===== src/hw/rtl/skas_pkg.sv =====
// Package for the sorted key-sum aggregator: table size, opcodes, FSM states
// and the control struct broadcast to the cell chain. No dependencies.
`timescale 1ns / 1ps
`default_nettype none
package skas_pkg;

  localparam int TABLE_ENTRIES = 32;
  localparam int CNT_W         = $clog2(TABLE_ENTRIES + 1);

  localparam logic OP_ADD   = 1'b0;
  localparam logic OP_FLUSH = 1'b1;

  typedef enum logic {
    ST_IDLE,
    ST_DRAIN
  } skas_state_t;

  // Command broadcast to every cell at once.
  typedef struct packed {
    logic        acc_en;    // add value into the matching entry
    logic        ins_en;    // insert new key at its sorted slot
    logic        shift_en;  // move every entry one cell toward the head
    logic [31:0] key;
    logic [31:0] value;
  } skas_cmd_t;

endpackage
`default_nettype wire


===== src/hw/rtl/skas_cell.sv =====
// One table cell: holds a key and its running sum, compares against the
// broadcast key and trades contents with its neighbors. Uses skas_pkg.
`timescale 1ns / 1ps
`default_nettype none
module skas_cell (
  input  wire logic               clk,
  input  wire skas_pkg::skas_cmd_t cmd,
  input  wire logic               valid,     // cell lies inside the filled region
  input  wire logic               prev_lt,   // left neighbor holds a smaller key
  input  wire logic [31:0]        prev_key,
  input  wire logic [31:0]        prev_sum,
  input  wire logic [31:0]        next_key,
  input  wire logic [31:0]        next_sum,
  output logic                    lt,
  output logic                    eq,
  output logic [31:0]             key,
  output logic [31:0]             sum
);

  logic [31:0] key_r, key_nxt;
  logic [31:0] sum_r, sum_nxt;

  assign lt  = valid && ($signed(key_r) < $signed(cmd.key));
  assign eq  = valid && (key_r == cmd.key);
  assign key = key_r;
  assign sum = sum_r;

  always_comb begin
    key_nxt = key_r;
    sum_nxt = sum_r;
    priority if (cmd.shift_en) begin
      key_nxt = next_key;
      sum_nxt = next_sum;
    end else if (cmd.acc_en) begin
      if (eq) begin
        sum_nxt = sum_r + cmd.value;
      end
    end else if (cmd.ins_en) begin
      // keep smaller keys, take the new key at the boundary, shift the rest right
      if (!lt) begin
        if (prev_lt) begin
          key_nxt = cmd.key;
          sum_nxt = cmd.value;
        end else begin
          key_nxt = prev_key;
          sum_nxt = prev_sum;
        end
      end
    end else begin
      // no command: hold
    end
  end

  always_ff @(posedge clk) begin
    key_r <= key_nxt;
    sum_r <= sum_nxt;
  end

endmodule
`default_nettype wire


===== config.mk =====
export PLATFORM = sky130hd
export DESIGN_NAME = skas_cell
export DESIGN_NICKNAME = d
export VERILOG_FILES = /design/src/hw/rtl/skas_pkg.sv /design/src/hw/rtl/skas_cell.sv
export SDC_FILE = /design/constraint.sdc
export NUM_CORES = 1
export LEC_CHECK = 0
export ABC_CLOCK_PERIOD_IN_PS = 13140
export BUFFER_PORTS_ARGS = -buffer_cell sky130_fd_sc_hd__buf_2
export CAP_MARGIN = 20
export CORE_UTILIZATION = 50
export CTS_BUF_LIST = sky130_fd_sc_hd__clkbuf_4
export CTS_CLUSTER_SIZE = 14
export DETAILED_ROUTE_END_ITERATION = 12
export PLACE_DENSITY = 0.83
export SETUP_SLACK_MARGIN = 0.3
export SLEW_MARGIN = 25
export SYNTH_ARGS = -nofsm -noshare
export SYNTH_HDL_FRONTEND = slang
export SYNTH_SLANG_ARGS = --single-unit

===== constraint.sdc =====
create_clock -name clk -period 13.14 [get_ports clk]
set_input_delay 0.657 -clock clk [delete_from_list [all_inputs] [get_ports clk]]
set_output_delay 0.657 -clock clk [all_outputs]
set_load 0.01 [all_outputs]

==> results of run 1 <==
[logic make-up after synthesis]
kind of cell | count (synthesis)
fa+ha+maj | 64
flops | 64
buf+inv | 91
mux | 67
simple gates | 165
compound gates | 213
xor+xnor | 26
[final cells by class]
class	instances	share of cell area (%)
well taps	147	2.41
multi-input cells	535	50.1
clock buffers	10	0.983
flip-flops and latches	64	25.2
inverters	57	2.80
repair buffers	267	17.9
clock inverters	5	0.639
[power groups by stage]
stage	combinational, uW	clock, uW	sequential (uW)
after floorplan	221	0	295
after global placement	342	0	283
after detailed placement	348	0	285
after CTS	350	138	280
after global routing	393	150	282
final	355	136	280
[through the flow]
stage,instances,hold slack (ns)
after floorplan,690,0.781
after global placement,1069,0.739
after detailed placement,1069,0.762
after CTS,1084,0.459
after global routing,1085,0.469
final,1085,0.488
[registers in the layout (all words and copies together) (netlist names)]
signal  cells
key        32
sum        32
[worst reg2reg max path: stages (launching register included)]
cell	delay, ns
sky130_fd_sc_hd__edfxtp_1	0.43
sky130_fd_sc_hd__ha_1	0.31
sky130_fd_sc_hd__and3_1	0.15
sky130_fd_sc_hd__nand3_1	0.11
sky130_fd_sc_hd__or3_1	0.42
sky130_fd_sc_hd__nor2_1	0.16
sky130_fd_sc_hd__nand2_1	0.09
sky130_fd_sc_hd__o211a_1	0.23
sky130_fd_sc_hd__xnor2_1	0.16
sky130_fd_sc_hd__a31oi_4	0.58
sky130_fd_sc_hd__buf_16	0.24
sky130_fd_sc_hd__a21o_1	0.10
sky130_fd_sc_hd__buf_4	0.40
[layer usage]
| layer | routed length, um | up-vias |
|---|---|---|
| li1 | - | 3032 |
| met1 | 7430 | 2886 |
| met2 | 8880 | 269 |
| met3 | 1180 | 49 |
| met4 | 671 | 0 |
| met5 | 0 | - |
[worst paths after layout]
check                                        from           endpoint  depth (start not counted)
worst max register to register  key[26]$_DFFE_PP_  sum[16]$_DFFE_PP_                         12
worst max-delay path            key[26]$_DFFE_PP_  sum[16]$_DFFE_PP_                         12
worst min register to register   sum[0]$_DFFE_PP_   sum[0]$_DFFE_PP_                          3
worst min-delay path                 next_sum[20]  sum[20]$_DFFE_PP_                          3
[Yosys cell counts, drive strengths merged (2+ instances only)]
| cell type | number |
|---|---|
| o41ai | 2 |
| nand4 | 9 |
| o221ai | 2 |
| and3 | 4 |
| a21oi | 60 |
| o211ai | 3 |
| or3 | 5 |
| nor2 | 35 |
| a211oi | 16 |
| and2 | 3 |
| a21o | 27 |
| a31oi | 5 |
| ha | 63 |
| clkbuf | 26 |
| mux2i | 63 |
| nor2b | 6 |
| o31a | 2 |
| nor3 | 7 |
| mux2 | 4 |
| o31ai | 4 |
| edfxtp | 64 |
| o21ai | 61 |
| o21a | 6 |
| nand3 | 12 |
| o22ai | 3 |
| buf | 8 |
| nand2 | 75 |
| a311oi | 2 |
| a221oi | 6 |
| xnor2 | 17 |
| xor2 | 9 |
| inv | 57 |
| o21bai | 3 |
| nand2b | 3 |
==> results.txt, run 1 <==
The via count of the routed design came out at 6236. After detailed routing, the number of remaining DRC violations is 0. The post-layout minimum cycle time is 3.77 ns, and the number of buffers inserted by port buffering is 263. For the pin with the worst max-slew slack, the measured transition is 0.921 ns. At the later pin of the worst-skew pair, clock insertion delay measures 0.44 ns.

For the worst setup path, the data required time is 13.23 ns. In the final routed layout, each cell accounts on average for 16.7 um. The synthesized netlist cell count was 690; the Yosys warning count was 0. After synthesis, the cell types taking the most area are sky130_fd_sc_hd__edfxtp_1, sky130_fd_sc_hd__ha_1, sky130_fd_sc_hd__mux2i_1. Across the run, the number of max-cap violations was 0. Dividing total power by cell area gives a power density of 101 nW/um^2. The tools report the type of element capturing the critical path as a flip-flop. The run gives 73 as the largest net degree at the start of global routing. The layer flagged by global routing as most heavily used is met2. The number of hold violations in the final report is 0. The setup path with the least slack is of type reg2reg.

The share of total power dissipated in combinational logic is 46.0%. The synthesized netlist devotes 22.1% of its cell area to compound gates. Power comes to 771 uW. Setup violations remaining at the end of the flow were counted as 0. Registers are responsible for 36.3% of the overall power.

Net switching is 38.4% of the power. The largest total area in the synthesized netlist belongs to sky130_fd_sc_hd__edfxtp_1. The logs give 7640 um^2 for the area of all placed cells without fillers and 33.9% for the global routing usage on met1. In this run, distinct cell masters in the synthesized netlist total 64.

For flop-to-flop paths, the worst setup slack is 9.37 ns. Leading register cell type out of synthesis: sky130_fd_sc_hd__edfxtp_1. In this run, post-CTS repair resized a total of 0 instances. The worst pin sits at a relative slew slack of 38.3%.

The power dissipated by switching net loads was 296 uW. The final setup skew was 0.0125 ns; the fraction of synthesis flops using an asynchronous set or reset pin was 0%. The total clock buffers created by CTS is 9. The residual overflow from global routing was 0; the final core area utilization was 63.9%.

The cell class contributing the biggest share of worst-path delay was simple AND/OR/NAND/NOR gates. Global routing used 4.64% of the available met3 tracks. The top cell type by area accounts for 31.4% of the synthesized area. The relative area change from synthesis to final layout is 24.7%. The signal on the critical path passes through ha_1 > and3_1 > nand3_1 > or3_1 > nor2_1 > nand2_1 > o211a_1 > xnor2_1 > a31oi_4 > buf_16 > a21o_1 > buf_4. In this run the remaining antenna-violating nets after routing total 0. The tools report the placement-stage cell area as 7490 um^2.

The tools report the number of global-route vias before repair as 6071. Counting both buffers and inverters, the worst setup path holds a total of 2. The initialized floorplan defines 40 standard-cell rows. The final layout contains 1196 nets. Summed over all failing endpoints, the final setup total negative slack is 0 ns. In this run the post-CTS setup repair buffer count came out at 0. Number of antenna violations at the first check in global routing: 0. The area of the multi-input gates is 3820 um^2, and the count of H-tree levels built during CTS is 3. Die span in y: 113 um. Counting flops and latches in the post-synthesis netlist gives 64. Summed over all nets, the half-perimeter wirelength after detailed placement is 14200 um. The effective utilization at floorplan was 51.2%; the simple logic cell fraction of the synthesized area was 12.1%. Across all setup checks in the final design, the least slack found is 9.37 ns. The layout has 1031 filler cells. The first TritonRoute pass finished after 4 iterations. The sequential cells in the finished layout cover a total of 1920 um^2.

In the global route stage, met2 resource usage came out at 50.7%. The region available for standard cell placement spans 12000 um^2. TritonCTS built the clock tree. The synthesized netlist occupies a cell area of 6120 um^2.

After synthesis, the share of cell area in mux cells is 11.0%. The antenna diode instance count is 0, and the synthesized net count is 952. No sink is reached through more buffers than the 2 on the longest clock path. The top achievable clock speed was 265 MHz.

In this run the count of I/O pins placed on the die edge is 264. Of the available clock period, the critical path in the final layout requires 28.7%. Summed over all cells, the static leakage comes to 0.00386 uW.

In this run the clock root is driven by a sky130_fd_sc_hd__clkbuf_4. Share of cells above drive strength 1: 31.3%. Setup repair after global routing left no endpoint under its margin. In this run, post-CTS hold repair placed 0 buffers. The tightest min-delay check is of the in2reg type. For this design, the sink count on the clock tree is 64. Largest family of logic cells by synthesized area: compound AO/OA/AOI/OAI gates.

Measured along the x axis, the die boundary spans 113 um. Final max-slew violation count: 0. Clock-pin slew reported for the worst setup and hold paths after clock tree synthesis: 0.11 ns. Across every metal layer, demand over resource in global routing totals 28.9%. The per-instance average area after synthesis works out to 8.88 um^2.

Internal power consumption: 475 uW. Among all stages on the critical path, the largest delay is contributed by sky130_fd_sc_hd__a31oi_4. The post-detailed-routing wire length was 18200 um.

Prior to clock tree synthesis, the placed netlist has a worst setup slack of 8.84 ns. IR analysis of the VDD net gives a maximum drop of 0.0564 mV. The run finished with clean final reports. The via-per-instance ratio is 5.75, and the register area share after synthesis is 31.4%.

In the layout the commonest cells are sky130_fd_sc_hd__buf_2, sky130_fd_sc_hd__nand2_1, sky130_fd_sc_hd__edfxtp_1, sky130_fd_sc_hd__mux2i_1, sky130_fd_sc_hd__ha_1. The run gives 0.895 as the weighted congestion reported at the end of routability-driven placement. The fraction of the mapped netlist area in adder cells works out to 13.2%. The most frequent standard cell in the layout excluding fill and tap cells was sky130_fd_sc_hd__buf_2. The first global-routing pass estimated 28900 um of wire. After the first detailed-routing iteration, the DRC count stood at 368. The synthesized netlist devotes 3.72% of its cell area to XOR and XNOR gates. In this run, synthesis inferred 64 flip-flops with an integrated enable. The share of total power in the clock network is 17.7%. The die outline area is 12700 um^2.

Of all nets on the critical path, the largest fanout is 32. The worst path arrival time is 3.86 ns. The tools report the type of origin of the critical path as a flip-flop. The largest single stage delay on the critical path is 0.58 ns.
Note: power is estimated with default switching activity, not from simulation.
==> run 2: changes to the inputs <==
ABC_AREA = 1   (was default)
ABC_CLOCK_PERIOD_IN_PS = 3200   (was 13140)
CORE_UTILIZATION = 46   (was 50)
PLACE_DENSITY = 0.8   (was 0.83)
clock period = 3.2 ns   (was 13.14 ns; I/O delays follow)
==> run 2 against run 1 <==
Die area grew 15%. Wire length grew 15%. Via count grew 22%. Setup slack lost 8.7 ns. Clock-buffer cell count grew 1. Final cell count grew 34%. Clock skew grew 0.013 ns. Cell area grew 8.7%. Register-to-register slack lost 8.7 ns. Flip-flop and latch count is the same. Combinational power grew to 4.0 times the previous value. Critical path type unchanged. Critical endpoint is now sum[4]$_DFFE_PP_. Largest power group unchanged. Highest routed layer unchanged.
==> results.txt, run 2 <==
The initial utilization of the core area, before any placement, comes to 47.0%. The core region is 13800 um^2. For the weighted congestion reported at the end of routability-driven placement, the log shows 0.971.

The worst register-to-register path ends at sum[4]$_DFFE_PP_. The logs give 16000 um for the detailed placer's ending HPWL and 37 for the count of different cell masters after synthesis. The die covers 14600 um^2.

The tools report the number of I/O pins as 264. STA classifies the critical path startpoint as a flip-flop. Summing every instance area after synthesis gives 6500 um^2.

Worst hold-check path type: in2reg. In this run the worst path has a maximum fanout of 32. The tools report the post-placement cell count as 1414. By count the netlist is led by sky130_fd_sc_hd__nand2_1, sky130_fd_sc_hd__a21oi_1, sky130_fd_sc_hd__nor2_1, sky130_fd_sc_hd__inv_1, sky130_fd_sc_hd__edfxtp_1. The data required time of the critical path is 3.29 ns, and the via count of the routed design is 7638. The run gives 534 as the number of violations reported at the end of detailed-routing iteration 0. The library cell used most frequently in the layout, excluding fill and tap cells, is sky130_fd_sc_hd__nand2_1. The floorplan has 43 rows. Excluding fillers, the count of instances in the completed layout stands at 1450. The share of power burned in combinational logic is 45.7%, and the reg2reg setup slack is 0.71 ns.

The worst vdd rail ir drop came out at 0.221 mV. Buffers inserted during clock tree synthesis total 9. The floorplan step set the die height to 121 um.

TritonCTS built the clock tree. Yosys attributes the largest share of cell area to sky130_fd_sc_hd__edfxtp_1, sky130_fd_sc_hd__nand2_1, sky130_fd_sc_hd__ha_1. Summed over all layers, the routed wires come to 20900 um.

The residual overflow from global routing was 0. The number of nets with antenna violations after detailed routing came out at 0. For the global router's overall resource usage, the log shows 28.6%. Worst max-slew margin expressed relative to the limit: 32.5%.

The via-per-instance ratio was 5.27. After filler insertion, the fill cell instance count of the layout stands at 1331. The largest net degree at the start of global routing was 66; the post-layout minimum cycle time was 2.49 ns. Timing analysis after detailed placement gives a worst setup slack of 0.754 ns. First-pass GRT wire length: 32700 um. The count of buffers added on input and output ports is 263. In the post-synthesis netlist, the cell with the most instances is sky130_fd_sc_hd__nand2_1. The run finished with clean final reports. Yosys printed 0 warnings. Sequential elements use 29.5% of the synthesized area. Clock skew on the completed layout was measured at 0.0253 ns. The net switching share of the total power came out at 40.4%. Setup repair after global routing left no endpoint under its margin. The share of total power in the clock network was 18.5%.

The worst path arrival time is 2.59 ns, and the proportion of power drawn by flip-flops and latches is 35.8%. The number of cells traversed by the worst hold path is 3, and the number of hold violations in the final report is 0. The worst register-to-register path has a depth of 10. The register area is 1920 um^2. The clock-pin slew reported for the worst setup and hold paths after clock tree synthesis was 0.12 ns. For the number of max-cap violations, the log shows 0. The final layout contains 1526 nets. The run gives 6961 as the number of global-route vias before repair. Synthesized net count: 1255.

The transition time at the pin with the least slew margin works out to 1.01 ns. The first detailed-routing pass ran for 5 iterations. The tree is rooted in a sky130_fd_sc_hd__clkbuf_4. Post-synthesis cell type with the largest combined area: sky130_fd_sc_hd__edfxtp_1.

The clock latency reported for the late side of the worst-skew pair is 0.46 ns, and the final max-slew violation count is 0. The run gives 1 as the number of antenna violations at the first check in global routing. STA classifies the critical path endpoint as a flip-flop. The startpoint of the most critical register-to-register path was key[31]$_DFFE_PP_.

In the layout the commonest cells are sky130_fd_sc_hd__nand2_1, sky130_fd_sc_hd__buf_2, sky130_fd_sc_hd__a21oi_1, sky130_fd_sc_hd__nor2_1, sky130_fd_sc_hd__inv_1. Setup violations remaining at the end of the flow were counted as 0. After technology mapping, the gate count stands at 993. The path with the worst hold slack has its endpoint at sum[18]$_DFFE_PP_. The worst path uses 77.9% of the clock period. For the power dissipated by switching net loads, the log shows 1250 uW. The analysis attributes to cell leakage a power of 0.00445 uW.

The multi-input combinational cells in the finished layout cover a total of 3960 um^2. For the final routed database, the setup TNS stands at 0 ns. In the synthesized netlist the async set-or-reset flop fraction comes to 0%. CTS saw 64 sinks.

The number of buffers inserted to repair setup after CTS was 0. The relative area change from synthesis to final layout is 27.7%. The kind of critical path was reg2reg. Measured along the x axis, the die boundary spans 121 um. For this run, the top clock speed supported by timing is 401 MHz. The synthesis-stage register bit count came out at 64. After detailed routing, the number of remaining DRC violations is 0.

The leading register cell type out of synthesis was sky130_fd_sc_hd__edfxtp_1. The number of hold buffers added after cts came out at 19. The per-instance average area after synthesis is 6.55 um^2. The share of cells above drive strength 1 came out at 24.1%. No sink is reached through more buffers than the 2 on the longest clock path.

The power per standard cell area is 373 nW/um^2, and the internal power consumption is 1850 uW. The post-route worst setup slack was 0.707 ns; the number of enable-type register cells in the synthesized netlist was 64. The source of the worst hold timing path is next_sum[18]. In this run, post-CTS repair resized a total of 0 instances.

The count of H-tree levels built during CTS is 3, and the share of the synthesized area in the top cell type is 29.5%. The average wire per standard cell was 14.4 um.
## run 2: per-stage QoR
stage | hold slack, ns | instance area [um^2] | total power, uW | util, %
after global placement | 0.475 | 7980 | 2480 | 57.7
after global routing | 0.00974 | 8300 | 3330 | 60.0
after detailed placement | 0.483 | 7980 | 2510 | 57.7
after CTS | 0.000493 | 8300 | 3100 | 60.0
final | 0.0335 | 8310 | 3100 | 60.1
after floorplan | 0.359 | 6500 | 2030 | -
## run 2: final cells by class
cell class,count,share of cell area [%]
diodes,2,0.0603
clock buffers,11,0.994
clock inverters,4,0.557
inverters,129,5.83
multi-input cells,768,47.7
flip-flops and latches,64,23.1
well taps,180,2.71
repair buffers,292,19.0
## run 2: worst max-delay path by stage
stage | startpoint | end | cells after the start
detailed placement | key[31]$_DFFE_PP_ | sum[20]$_DFFE_PP_ | 10
global placement | key[31]$_DFFE_PP_ | sum[19]$_DFFE_PP_ | 10
global route | key[31]$_DFFE_PP_ | sum[4]$_DFFE_PP_ | 10
finish | key[31]$_DFFE_PP_ | sum[4]$_DFFE_PP_ | 10
CTS | key[31]$_DFFE_PP_ | sum[4]$_DFFE_PP_ | 10
floorplan | key[31]$_DFFE_PP_ | sum[0]$_DFFE_PP_ | 9
## run 2: kinds of logic after synthesis
kind of cell | count (synthesis) | synth area share (%)
simple gates | 498 | 31.4
compound gates | 201 | 16.4
buf+inv | 161 | 9.58
fa+ha+maj | 64 | 12.4
flops | 64 | 29.5
xor+xnor | 5 | 0.673
## run 2: per-layer routing
layer  up-vias  share of wire [%]  global-route usage (%)
li1       3821                  -                       -
met1      3429                 44                    37.6
met2       343                 46                    47.5
met3        45                7.2                    4.42
met4         0                2.3                    9.95
met5         -                  0                       0
## run 2: power by group through the flow
| stage | clock network (uW) | logic [uW] | registers [uW] |
|---|---|---|---|
| after floorplan | 0 | 859 | 1170 |
| after global placement | 0 | 1360 | 1120 |
| after detailed placement | 0 | 1380 | 1130 |
| after CTS | 587 | 1410 | 1110 |
| after global routing | 610 | 1600 | 1120 |
| final | 572 | 1420 | 1110 |
## run 2: critical path, stage by stage, from the launching register on
cell and delay (ns):
sky130_fd_sc_hd__edfxtp_1 0.40, sky130_fd_sc_hd__ha_1 0.35, sky130_fd_sc_hd__nand2_1 0.10, sky130_fd_sc_hd__nor3_1 0.25, sky130_fd_sc_hd__and3_1 0.22, sky130_fd_sc_hd__and2_1 0.15
sky130_fd_sc_hd__nor2_1 0.04, sky130_fd_sc_hd__a21oi_1 0.11, sky130_fd_sc_hd__nand2_1 0.06, sky130_fd_sc_hd__inv_1 0.05, sky130_fd_sc_hd__buf_4 0.39
